`config.mk`:
```
export PLATFORM = sky130hd
export DESIGN_NAME = barometric_sensor_compensation_flat
export DESIGN_NICKNAME = d
export VERILOG_FILES = /design/src/design/bsc_pkg.sv /design/src/design/bsc_if.sv /design/src/design/bsc_div.sv /design/src/design/barometric_sensor_compensation.sv /design/src/flat_wrapper.sv
export SDC_FILE = /design/constraint.sdc
export NUM_CORES = 2
export LEC_CHECK = 0
export BUFFER_PORTS_ARGS = -buffer_cell sky130_fd_sc_hd__buf_2
export CORE_UTILIZATION = 65
export CTS_BUF_LIST = sky130_fd_sc_hd__clkbuf_8 sky130_fd_sc_hd__clkbuf_16
export DETAILED_ROUTE_END_ITERATION = 7
export PLACE_DENSITY = 0.82
export SETUP_SLACK_MARGIN = 0.2
export SYNTH_ARGS = -nofsm -noshare
export SYNTH_HDL_FRONTEND = slang
export SYNTH_SLANG_ARGS = --single-unit
```
`constraint.sdc`:
```
create_clock -name clk -period 20.2 [get_ports clk]
set_clock_uncertainty 0.15 [all_clocks]
set_input_delay 2.02 -clock clk [delete_from_list [all_inputs] [get_ports clk]]
set_output_delay 2.02 -clock clk [all_outputs]
set_load 0.03 [all_outputs]
```
`src/design/bsc_pkg.sv`:
```
`timescale 1ns / 1ps
`default_nettype none
package bsc_pkg;

  localparam int unsigned DataW = 32;
  localparam int unsigned CoefW = 16;
  localparam int unsigned CfgAddrW = 5;

  typedef enum logic [2:0] {
    REG_AC1     = 3'd0,
    REG_AC2     = 3'd1,
    REG_AC3     = 3'd2,
    REG_AC4     = 3'd3,
    REG_AC5_AC6 = 3'd4,
    REG_B1      = 3'd5,
    REG_B2      = 3'd6,
    REG_MC_MD   = 3'd7
  } reg_idx_t;

  localparam logic [CoefW-1:0] RST_AC1 = 16'd408;
  localparam logic [CoefW-1:0] RST_AC2 = 16'hFFB8;
  localparam logic [CoefW-1:0] RST_AC3 = 16'hC7D1;
  localparam logic [CoefW-1:0] RST_AC4 = 16'd32741;
  localparam logic [DataW-1:0] RST_AC5_AC6 = 32'd2146785905;
  localparam logic [CoefW-1:0] RST_B1 = 16'd6190;
  localparam logic [CoefW-1:0] RST_B2 = 16'd4;
  localparam logic [DataW-1:0] RST_MC_MD = 32'd3724086068;

  localparam logic [DataW-1:0] B6_OFFSET  = 32'd4000;
  localparam logic [DataW-1:0] B4_OFFSET  = 32'd32768;
  localparam logic [DataW-1:0] B7_SCALE   = 32'd50000;
  localparam logic [DataW-1:0] P_COEF_A   = 32'd3038;
  localparam logic [DataW-1:0] P_COEF_BN  = 32'hFFFFE343;
  localparam logic [DataW-1:0] P_COEF_C   = 32'd3791;
  localparam logic [DataW-1:0] T_ROUND    = 32'd8;
  localparam logic [DataW-1:0] B_ROUND    = 32'd2;

  localparam logic [4:0] SH_TEMP = 5'd15;
  localparam logic [4:0] SH_MC   = 5'd11;
  localparam logic [4:0] SH_SQ   = 5'd12;
  localparam logic [4:0] SH_A    = 5'd11;
  localparam logic [4:0] SH_B    = 5'd13;
  localparam logic [4:0] SH_C    = 5'd16;
  localparam logic [4:0] SH_4    = 5'd2;
  localparam logic [4:0] SH_16   = 5'd4;
  localparam logic [4:0] SH_256  = 5'd8;

  typedef enum logic [4:0] {
    S_IDLE,
    S_T0,
    S_T1,
    S_TDIV,
    S_P0,
    S_P1,
    S_P2,
    S_P3,
    S_P4,
    S_P5,
    S_P6,
    S_P7,
    S_PDIV,
    S_P8,
    S_P9,
    S_P10,
    S_P11,
    S_FIN
  } state_t;

  typedef struct packed {
    logic             start;
    logic [DataW-1:0] dividend;
    logic [DataW-1:0] divisor;
  } div_req_t;

  typedef struct packed {
    logic             busy;
    logic             done;
    logic [DataW-1:0] quotient;
  } div_rsp_t;

  // signed divide by 2^k, truncating toward zero
  function automatic logic [DataW-1:0] sdiv_pow2(input logic [DataW-1:0] a,
                                                 input logic [4:0] k);
    logic [DataW-1:0] bias;
    logic [DataW-1:0] sum;
    bias = a[DataW-1] ? ((32'd1 << k) - 32'd1) : 32'd0;
    sum  = a + bias;
    return DataW'($signed(sum) >>> k);
  endfunction

endpackage
`default_nettype wire

```
`src/design/bsc_if.sv`:
```
`timescale 1ns / 1ps
`default_nettype none
interface bsc_in_if;
  logic        valid;
  logic        ready;
  logic        func;
  logic [15:0] raw_reading;
  modport source (output valid, output func, output raw_reading, input ready);
  modport sink (input valid, input func, input raw_reading, output ready);
endinterface

interface bsc_out_if;
  logic        valid;
  logic        ready;
  logic [31:0] compensated;
  logic        is_pressure;
  logic        divide_fault;
  modport source (output valid, output compensated, output is_pressure,
                  output divide_fault, input ready);
  modport sink (input valid, input compensated, input is_pressure,
                input divide_fault, output ready);
endinterface
`default_nettype wire

```
`src/design/bsc_div.sv`:
```
`timescale 1ns / 1ps
`default_nettype none
module bsc_div
  import bsc_pkg::*;
(
  input  logic     clk,
  input  logic     rst_n,
  input  div_req_t req,
  output div_rsp_t rsp
);

  logic [DataW-1:0] rem_r, rem_nxt;
  logic [DataW-1:0] quo_r, quo_nxt;
  logic [DataW-1:0] dvs_r, dvs_nxt;
  logic [5:0]       cnt_r, cnt_nxt;
  logic             busy_r, busy_nxt;
  logic             done_r, done_nxt;
  logic [DataW:0]   shifted;
  logic [DataW+1:0] diff;

  // one quotient bit per cycle, restoring
  always_comb begin
    shifted  = {rem_r, quo_r[DataW-1]};
    diff     = {1'b0, shifted} - {2'b00, dvs_r};
    rem_nxt  = rem_r;
    quo_nxt  = quo_r;
    dvs_nxt  = dvs_r;
    cnt_nxt  = cnt_r;
    busy_nxt = busy_r;
    done_nxt = 1'b0;
    if (req.start && !busy_r) begin
      rem_nxt  = '0;
      quo_nxt  = req.dividend;
      dvs_nxt  = req.divisor;
      cnt_nxt  = 6'(DataW);
      busy_nxt = 1'b1;
    end else if (busy_r) begin
      if (!diff[DataW+1]) begin
        rem_nxt = diff[DataW-1:0];
        quo_nxt = {quo_r[DataW-2:0], 1'b1};
      end else begin
        rem_nxt = shifted[DataW-1:0];
        quo_nxt = {quo_r[DataW-2:0], 1'b0};
      end
      cnt_nxt = cnt_r - 6'd1;
      if (cnt_r == 6'd1) begin
        busy_nxt = 1'b0;
        done_nxt = 1'b1;
      end
    end
  end

  always_ff @(posedge clk) begin
    rem_r <= rem_nxt;
    quo_r <= quo_nxt;
    dvs_r <= dvs_nxt;
    cnt_r <= cnt_nxt;
    if (!rst_n) begin
      busy_r <= 1'b0;
      done_r <= 1'b0;
    end else begin
      busy_r <= busy_nxt;
      done_r <= done_nxt;
    end
  end

  assign rsp.busy     = busy_r;
  assign rsp.done     = done_r;
  assign rsp.quotient = quo_r;

endmodule
`default_nettype wire

```
`src/design/barometric_sensor_compensation.sv`:
```
`timescale 1ns / 1ps
`default_nettype none
// Pressure and temperature compensation for a barometric sensor. A temperature
// transfer (func 0) yields the temperature in 0.1 degree steps and keeps the
// intermediate B5; a pressure transfer (func 1) uses the kept B5 and returns
// pascal. One item at a time: an item's time from transfer to result is set by
// the 32-step restoring divider plus the products, taken one after another
// through the single shared 32x32 multiplier; a faulted item finishes sooner.
// A zero divisor gives 0 with divide_fault set, and B5 then stays as it was.
// The result sits in an output register, so the next item can be taken while
// it waits. Calibration registers sit on the APB port at 4*index; the user
// must write them only while idle, and the block itself does not enforce it.
module barometric_sensor_compensation
  import bsc_pkg::*;
(
  input  logic                clk,
  input  logic                rst_n,
  bsc_in_if.sink              in_chan,
  bsc_out_if.source           out_chan,
  input  logic                cfg_psel,
  input  logic                cfg_penable,
  input  logic                cfg_pwrite,
  input  logic [CfgAddrW-1:0] cfg_paddr,
  input  logic [DataW-1:0]    cfg_pwdata,
  output logic [DataW-1:0]    cfg_prdata,
  output logic                cfg_pready
);

  // calibration registers
  logic [CoefW-1:0] ac1_r, ac2_r, ac3_r, ac4_r, b1_r, b2_r;
  logic [DataW-1:0] ac56_r, mcmd_r;
  logic             cfg_wr;
  reg_idx_t         cfg_idx;

  assign cfg_pready = 1'b1;
  assign cfg_wr     = cfg_psel && cfg_penable && cfg_pwrite;
  assign cfg_idx    = reg_idx_t'(cfg_paddr[CfgAddrW-1:2]);

  always_ff @(posedge clk) begin
    if (!rst_n) begin
      ac1_r  <= RST_AC1;
      ac2_r  <= RST_AC2;
      ac3_r  <= RST_AC3;
      ac4_r  <= RST_AC4;
      ac56_r <= RST_AC5_AC6;
      b1_r   <= RST_B1;
      b2_r   <= RST_B2;
      mcmd_r <= RST_MC_MD;
    end else if (cfg_wr) begin
      case (cfg_idx)
        REG_AC1:     ac1_r  <= cfg_pwdata[CoefW-1:0];
        REG_AC2:     ac2_r  <= cfg_pwdata[CoefW-1:0];
        REG_AC3:     ac3_r  <= cfg_pwdata[CoefW-1:0];
        REG_AC4:     ac4_r  <= cfg_pwdata[CoefW-1:0];
        REG_AC5_AC6: ac56_r <= cfg_pwdata;
        REG_B1:      b1_r   <= cfg_pwdata[CoefW-1:0];
        REG_B2:      b2_r   <= cfg_pwdata[CoefW-1:0];
        REG_MC_MD:   mcmd_r <= cfg_pwdata;
        default:     ;
      endcase
    end
  end

  always_comb begin
    case (cfg_idx)
      REG_AC1:     cfg_prdata = {16'd0, ac1_r};
      REG_AC2:     cfg_prdata = {16'd0, ac2_r};
      REG_AC3:     cfg_prdata = {16'd0, ac3_r};
      REG_AC4:     cfg_prdata = {16'd0, ac4_r};
      REG_AC5_AC6: cfg_prdata = ac56_r;
      REG_B1:      cfg_prdata = {16'd0, b1_r};
      REG_B2:      cfg_prdata = {16'd0, b2_r};
      REG_MC_MD:   cfg_prdata = mcmd_r;
      default:     cfg_prdata = '0;
    endcase
  end

  // coefficients widened to 32 bits
  logic [DataW-1:0] ac1, ac2, ac3, ac4, ac5, ac6, b1, b2, mc, md;
  assign ac1 = {{16{ac1_r[15]}}, ac1_r};
  assign ac2 = {{16{ac2_r[15]}}, ac2_r};
  assign ac3 = {{16{ac3_r[15]}}, ac3_r};
  assign ac4 = {16'd0, ac4_r};
  assign ac5 = {16'd0, ac56_r[31:16]};
  assign ac6 = {16'd0, ac56_r[15:0]};
  assign b1  = {{16{b1_r[15]}}, b1_r};
  assign b2  = {{16{b2_r[15]}}, b2_r};
  assign mc  = {{16{mcmd_r[31]}}, mcmd_r[31:16]};
  assign md  = {{16{mcmd_r[15]}}, mcmd_r[15:0]};

  // sequencer and working registers
  state_t           state_r, state_nxt;
  logic [15:0]      raw_r, raw_nxt;
  logic             func_r, func_nxt;
  logic [DataW-1:0] x1_r, x1_nxt, sq_r, sq_nxt, b6_r, b6_nxt, b3_r, b3_nxt;
  logic [DataW-1:0] b4_r, b4_nxt, b5_r, b5_nxt, p_r, p_nxt, prod_r;
  logic [DataW-1:0] res_r, res_nxt;
  logic             fault_r, fault_nxt, neg_r, neg_nxt, dbl_r, dbl_nxt;
  logic             out_valid_r, out_valid_nxt, out_func_r, out_func_nxt;
  logic             out_fault_r, out_fault_nxt;
  logic [DataW-1:0] out_res_r, out_res_nxt;

  // shared multiplier, low word of the product
  logic [DataW-1:0] mul_a, mul_b, mul_lo;
  assign mul_lo = mul_a * mul_b;

  div_req_t div_req;
  div_rsp_t div_rsp;

  bsc_div u_div (
    .clk  (clk),
    .rst_n(rst_n),
    .req  (div_req),
    .rsp  (div_rsp)
  );

  logic             in_xfer;
  logic [DataW-1:0] den, mcs, x2, t_sum, qs;

  assign in_chan.ready = (state_r == S_IDLE);
  assign in_xfer       = in_chan.valid && in_chan.ready;

  always_comb begin
    state_nxt     = state_r;
    raw_nxt       = raw_r;
    func_nxt      = func_r;
    x1_nxt        = x1_r;
    sq_nxt        = sq_r;
    b6_nxt        = b6_r;
    b3_nxt        = b3_r;
    b4_nxt        = b4_r;
    b5_nxt        = b5_r;
    p_nxt         = p_r;
    res_nxt       = res_r;
    fault_nxt     = fault_r;
    neg_nxt       = neg_r;
    dbl_nxt       = dbl_r;
    out_valid_nxt = out_valid_r && !out_chan.ready;
    out_res_nxt   = out_res_r;
    out_func_nxt  = out_func_r;
    out_fault_nxt = out_fault_r;
    mul_a         = '0;
    mul_b         = '0;
    div_req       = '0;
    den           = x1_r + md;
    mcs           = mc << SH_MC;
    x2            = '0;
    t_sum         = '0;
    qs            = '0;

    case (state_r)
      S_IDLE: begin
        if (in_xfer) begin
          raw_nxt   = in_chan.raw_reading;
          func_nxt  = in_chan.func;
          fault_nxt = 1'b0;
          res_nxt   = '0;
          state_nxt = in_chan.func ? S_P0 : S_T0;
        end
      end
      // temperature: x1 from the raw word
      S_T0: begin
        mul_a     = {16'd0, raw_r} - ac6;
        mul_b     = ac5;
        state_nxt = S_T1;
      end
      S_T1: begin
        x1_nxt = sdiv_pow2(prod_r, SH_TEMP);
        den    = sdiv_pow2(prod_r, SH_TEMP) + md;
        if (den == '0) begin
          fault_nxt = 1'b1;
          state_nxt = S_FIN;
        end else begin
          neg_nxt          = mcs[DataW-1] ^ den[DataW-1];
          div_req.start    = 1'b1;
          div_req.dividend = mcs[DataW-1] ? (32'd0 - mcs) : mcs;
          div_req.divisor  = den[DataW-1] ? (32'd0 - den) : den;
          state_nxt        = S_TDIV;
        end
      end
      S_TDIV: begin
        if (div_rsp.done) begin
          x2        = neg_r ? (32'd0 - div_rsp.quotient) : div_rsp.quotient;
          b5_nxt    = x1_r + x2;
          res_nxt   = sdiv_pow2(x1_r + x2 + T_ROUND, SH_16);
          state_nxt = S_FIN;
        end
      end
      // pressure: products of b6 and sq
      S_P0: begin
        b6_nxt    = b5_r - B6_OFFSET;
        mul_a     = b5_r - B6_OFFSET;
        mul_b     = b5_r - B6_OFFSET;
        state_nxt = S_P1;
      end
      S_P1: begin
        sq_nxt    = sdiv_pow2(prod_r, SH_SQ);
        mul_a     = b2;
        mul_b     = sdiv_pow2(prod_r, SH_SQ);
        state_nxt = S_P2;
      end
      S_P2: begin
        x1_nxt    = sdiv_pow2(prod_r, SH_A);
        mul_a     = ac2;
        mul_b     = b6_r;
        state_nxt = S_P3;
      end
      S_P3: begin
        x2        = sdiv_pow2(prod_r, SH_A);
        t_sum     = (ac1 << 2) + x1_r + x2 + B_ROUND;
        b3_nxt    = sdiv_pow2(t_sum, SH_4);
        mul_a     = ac3;
        mul_b     = b6_r;
        state_nxt = S_P4;
      end
      S_P4: begin
        x1_nxt    = sdiv_pow2(prod_r, SH_B);
        mul_a     = b1;
        mul_b     = sq_r;
        state_nxt = S_P5;
      end
      S_P5: begin
        x2        = sdiv_pow2(prod_r, SH_C);
        t_sum     = sdiv_pow2(x1_r + x2 + B_ROUND, SH_4);
        mul_a     = ac4;
        mul_b     = t_sum + B4_OFFSET;
        state_nxt = S_P6;
      end
      S_P6: begin
        b4_nxt = {15'd0, prod_r[DataW-1:15]};
        if (prod_r[DataW-1:15] == '0) begin
          fault_nxt = 1'b1;
          state_nxt = S_FIN;
        end else begin
          mul_a     = {16'd0, raw_r} - b3_r;
          mul_b     = B7_SCALE;
          state_nxt = S_P7;
        end
      end
      // b7 fits doubling only below half range
      S_P7: begin
        dbl_nxt          = prod_r[DataW-1];
        div_req.start    = 1'b1;
        div_req.dividend = prod_r[DataW-1] ? prod_r : (prod_r << 1);
        div_req.divisor  = b4_r;
        state_nxt        = S_PDIV;
      end
      S_PDIV: begin
        if (div_rsp.done) begin
          p_nxt     = dbl_r ? (div_rsp.quotient << 1) : div_rsp.quotient;
          state_nxt = S_P8;
        end
      end
      S_P8: begin
        qs        = sdiv_pow2(p_r, SH_256);
        mul_a     = qs;
        mul_b     = qs;
        state_nxt = S_P9;
      end
      S_P9: begin
        mul_a     = prod_r;
        mul_b     = P_COEF_A;
        state_nxt = S_P10;
      end
      S_P10: begin
        x1_nxt    = sdiv_pow2(prod_r, SH_C);
        mul_a     = P_COEF_BN;
        mul_b     = p_r;
        state_nxt = S_P11;
      end
      S_P11: begin
        x2        = sdiv_pow2(prod_r, SH_C);
        res_nxt   = p_r + sdiv_pow2(x1_r + x2 + P_COEF_C, SH_16);
        state_nxt = S_FIN;
      end
      // hand over to the output register once it is free
      S_FIN: begin
        if (!out_valid_r || out_chan.ready) begin
          out_valid_nxt = 1'b1;
          out_res_nxt   = res_r;
          out_func_nxt  = func_r;
          out_fault_nxt = fault_r;
          state_nxt     = S_IDLE;
        end
      end
      default: state_nxt = S_IDLE;
    endcase
  end

  always_ff @(posedge clk) begin
    raw_r       <= raw_nxt;
    func_r      <= func_nxt;
    x1_r        <= x1_nxt;
    sq_r        <= sq_nxt;
    b6_r        <= b6_nxt;
    b3_r        <= b3_nxt;
    b4_r        <= b4_nxt;
    p_r         <= p_nxt;
    prod_r      <= mul_lo;
    res_r       <= res_nxt;
    fault_r     <= fault_nxt;
    neg_r       <= neg_nxt;
    dbl_r       <= dbl_nxt;
    out_res_r   <= out_res_nxt;
    out_func_r  <= out_func_nxt;
    out_fault_r <= out_fault_nxt;
    if (!rst_n) begin
      state_r     <= S_IDLE;
      b5_r        <= '0;
      out_valid_r <= 1'b0;
    end else begin
      state_r     <= state_nxt;
      b5_r        <= b5_nxt;
      out_valid_r <= out_valid_nxt;
    end
  end

  assign out_chan.valid        = out_valid_r;
  assign out_chan.compensated  = out_res_r;
  assign out_chan.is_pressure  = out_func_r;
  assign out_chan.divide_fault = out_fault_r;

`ifndef SYNTHESIS
  // a faulted result always reads zero
  assert property (@(posedge clk) disable iff (!rst_n)
    (out_valid_r && out_fault_r) |-> (out_res_r == '0))
    else $error("faulted result not zero");

  // divider is never restarted while busy
  assert property (@(posedge clk) disable iff (!rst_n)
    div_req.start |-> !div_rsp.busy)
    else $error("divider restarted while busy");

  // b5 changes only when a temperature quotient lands
  assert property (@(posedge clk)
    (rst_n && $past(rst_n) && ($past(state_r) != S_TDIV)) |-> (b5_r == $past(b5_r)))
    else $error("b5 changed outside temperature path");

  // an accepted item leaves the idle state
  assert property (@(posedge clk) disable iff (!rst_n)
    in_xfer |=> (state_r != S_IDLE))
    else $error("accepted item not started");
`endif

endmodule
`default_nettype wire

```
`src/flat_wrapper.sv`:
```
// flat-port wrapper written by rule: the top's interface ports become plain ports
module barometric_sensor_compensation_flat import bsc_pkg::*;
  (clk, rst_n, cfg_psel, cfg_penable, cfg_pwrite, cfg_paddr, cfg_pwdata, cfg_prdata, cfg_pready, in_chan_valid, in_chan_func, in_chan_raw_reading, in_chan_ready, out_chan_valid, out_chan_compensated, out_chan_is_pressure, out_chan_divide_fault, out_chan_ready);
  bsc_in_if in_chan_i ();
  bsc_out_if out_chan_i ();
  input  logic clk;
  input  logic rst_n;
  input  logic cfg_psel;
  input  logic cfg_penable;
  input  logic cfg_pwrite;
  input  logic [CfgAddrW-1:0] cfg_paddr;
  input  logic [DataW-1:0] cfg_pwdata;
  output logic [DataW-1:0] cfg_prdata;
  output logic cfg_pready;
  input wire logic [$bits(in_chan_i.valid)-1:0] in_chan_valid;
  input wire logic [$bits(in_chan_i.func)-1:0] in_chan_func;
  input wire logic [$bits(in_chan_i.raw_reading)-1:0] in_chan_raw_reading;
  output wire logic [$bits(in_chan_i.ready)-1:0] in_chan_ready;
  output wire logic [$bits(out_chan_i.valid)-1:0] out_chan_valid;
  output wire logic [$bits(out_chan_i.compensated)-1:0] out_chan_compensated;
  output wire logic [$bits(out_chan_i.is_pressure)-1:0] out_chan_is_pressure;
  output wire logic [$bits(out_chan_i.divide_fault)-1:0] out_chan_divide_fault;
  input wire logic [$bits(out_chan_i.ready)-1:0] out_chan_ready;
  assign in_chan_i.valid = in_chan_valid;
  assign in_chan_i.func = in_chan_func;
  assign in_chan_i.raw_reading = in_chan_raw_reading;
  assign in_chan_ready = in_chan_i.ready;
  assign out_chan_valid = out_chan_i.valid;
  assign out_chan_compensated = out_chan_i.compensated;
  assign out_chan_is_pressure = out_chan_i.is_pressure;
  assign out_chan_divide_fault = out_chan_i.divide_fault;
  assign out_chan_i.ready = out_chan_ready;
  barometric_sensor_compensation u_core (.clk(clk), .rst_n(rst_n), .in_chan(in_chan_i), .out_chan(out_chan_i), .cfg_psel(cfg_psel), .cfg_penable(cfg_penable), .cfg_pwrite(cfg_pwrite), .cfg_paddr(cfg_paddr), .cfg_pwdata(cfg_pwdata), .cfg_prdata(cfg_prdata), .cfg_pready(cfg_pready));
endmodule
```
==> flow_summary.ini <==
[status]
status = completed

[setup_path]
crit_type = reg2reg
worstPathMaxFanout = 18
start_kind = flip-flop
crit_arrival_ps = 18620
end_kind = flip-flop
r2r_cells = 55
critPathRequiredTime_ps = 20630
ff2ff_setup_slack_ps = 2010
slowest_delay_ps = 860
cp_common_cell = xnor2_1
r2r-end = u_core.prod_r[31]
critPathSlowestCell = o31ai_2
reg2reg_from = u_core.prod_r[5]

[synthesis]
synth_top_family_by_area = adder cells
yosysSeqAreaShare = 0.254
avgSynthCellArea_um2 = 8.45
synth.distinct_cells = 117
synth-compound-area-share = 0.154
yosys.area_share.simple = 0.179
async_flop_share = 0
yosysMostFrequentCell = nand2_1
synth_top_area_cell = edfxtp_1
synth_top_area_frac = 0.159
ys.flop_type = edfxtp_1
synth_edf_count = 302
ys_ff_latch = 572
synth_xor_area_frac = 0.0844
syn_inst = 6748
synth_fa_ha_area_frac = 0.231
muxShareOfSynthArea = 0.0203
synth_common_cells = 1030 x nand2_1, 864 x inv_1, 435 x fa_1, 420 x nor2_1, 390 x a21oi_1
netlist_area_um2 = 57000
ys.warnings.count = 0
synthTopCellsByArea = edfxtp_1 16%, fa_1 15%, dfxtp_1 9.5%

[timing]
fin_crit_sh = 0.901
tightest_slew_ps = 1340
timing.fmax_mhz = 55.0
finalHoldViolCount = 0
rsz0062_at_grt = no
timing.final.crit_period_ps = 18190
relSlewSlack = 0.106
setup_viol = 0
fin_tns_setup_ps = 0
drv_slew = 0

[min_path]
hold-path-cell-count = 0
hold_start = u_core.res_r[16]
worstHoldEndpoint = u_core.out_chan.compensated[16]
min_path_type = reg2reg

[routing]
drc = 0
antenna_left = 0
routed_wl_um = 203000
routedWlPerCell_um = 25.5
drtIter0Drc = 6504
vias = 52008
dr.pass1.iters = 7
via_per_inst = 6.54

[final_layout]
area_growth_pct = 7.11
fillers = 6787
drive_gt1_frac = 0.0729
layout.nets = 7594
multi_input_area_um2 = 38300
regArea_um2 = 14500

[die]
die_width_um = 298
ios = 130
fp.dieH_um = 298
die_area_um2 = 89000
coreArea_um2 = 86900
fp-row-count = 108
initial_core_util = 0.657

[global_route]
grt_pass1_vias = 49965
grt_antenna_before_repair = 12
grt_overflow = 0
grt_pass1_wl_um = 302000
grt_max_degree = 79
grt.total_usage = 0.451

[run]
max_cap_violations = 0

[clock_network]
clk_latency_ps = 690
cts_tree = done
cts_resized = 0
path_clk_slew_ps = 70
cts_setup_buffers = 0
ctsLongestPathBuffers = 3
cts-buffers-inserted = 58
ctsHoldBuffers = 0
cts_root_buf = clkbuf_16
htree_levels = 2
cts_sinks = 572

[placement]
dp_hpwl_um = 154000
gp_congestion = 1.06
port_buffers = 126
-- layer usage --
layer	GRT usage	vias up	share of wire
li1	-	22707	-
met1	0.575	24660	0.36
met2	0.655	3756	0.41
met3	0.149	867	0.14
met4	0.295	18	0.080
met5	0.0130	-	0.0014
-- critical path: cells and delay by family (launching register included) --
family | cells | cell delay [ps]
AO/OA/AOI/OAI | 14 | 4860
XOR/XNOR | 13 | 2870
buffers and inverters | 4 | 250
AND/OR/NAND/NOR | 13 | 4150
adder cells (fa/ha/maj) | 11 | 4990
flip-flops | 1 | 800
-- how the worst max path moves through the flow --
| stage | slack (ps) | start | to |
|---|---|---|---|
| after floorplan | 5540 | u_core.prod_r[31] | u_core.prod_r[31] |
| after global placement | 3000 | u_core.prod_r[10] | u_core.prod_r[31] |
| after detailed placement | 2800 | u_core.prod_r[5] | u_core.prod_r[31] |
| after CTS | 2760 | u_core.prod_r[5] | u_core.prod_r[31] |
| after global routing | 1480 | u_core.prod_r[5] | u_core.prod_r[31] |
| final | 2010 | u_core.prod_r[5] | u_core.prod_r[31] |
-- registers in the layout, summed over array words and instances, names as in the netlist, 17 cells and up --
register / flops
u_core.ac56_r: 32
u_core.b3_r: 30
u_core.b4_r: 17
u_core.b5_r: 32
u_core.b6_r: 32
u_core.mcmd_r: 32
u_core.out_chan.compensated: 32
u_core.p_r: 32
u_core.prod_r: 32
u_core.res_r: 32
u_core.sq_r: 20
u_core.u_div.dvs_r: 32
u_core.u_div.quo_r: 32
u_core.u_div.rem_r: 32
u_core.x1_r: 21
-- cell usage in the layout (no fill, tap or decap), types with 24 or more instances in the layout --
cell type     n
a211oi_1     39
a21boi_0     24
a21o_1       60
a21oi_1     389
a221o_1      24
a221oi_1     33
a22o_1       27
a22oi_1      86
a31oi_1      38
and2_1      110
and3_1       46
buf_2       126
buf_4       112
clkbuf_16    61
dfxtp_1     269
edfxtp_1    302
fa_1        435
ha_1        355
inv_1       869
mux2_2       37
mux2i_1      66
nand2_1    1030
nand2b_1     52
nand3_1     166
nand4_1      49
nor2_1      413
nor2b_1      63
nor3_1      110
nor4_1       24
o211ai_1     53
o21a_1       31
o21ai_0     209
o21bai_1     34
o22ai_1      67
o31ai_1      28
or2_2        28
or3_1        40
xnor2_1     361
xor2_1      170
-- through the flow --
| step | worst slack [ps] | std cells | cell area (um^2) | util | hold slack (ps) |
|---|---|---|---|---|---|
| floorplan | 5540 | 6761 | 57100 | - | 250 |
| global placement | 3000 | 7838 | 59000 | 0.679 | 251 |
| detailed placement | 2800 | 7838 | 59000 | 0.679 | 255 |
| CTS | 2760 | 7948 | 61100 | 0.703 | 271 |
| global route | 1480 | 7948 | 61100 | 0.703 | 273 |
| finish | 2010 | 7954 | 61100 | 0.703 | 270 |
-- cell type report --
cell class	instances	area share
Timing Repair Buffer	238	0.0241
Multi-Input combinational cell	5004	0.627
Inverter	869	0.0534
Antenna cell	6	0.000246
Clock inverter	40	0.00772
Clock buffer	70	0.0270
Tap cell	1155	0.0237
Sequential cell	572	0.237
-- logic make-up after synthesis --
kind of cell / count (synthesis)
AOI/OAI and AO/OA: 1324
muxes: 107
DFF: 572
buffers and inverters: 1185
and+or+nand+nor: 2229
xor gates and xnor gates: 539
other: 2
adders and majority gates: 790
Power is left out: the tool's default activity adds up to more than one toggle a clock period on the data nets, which glitch-free logic cannot reach.
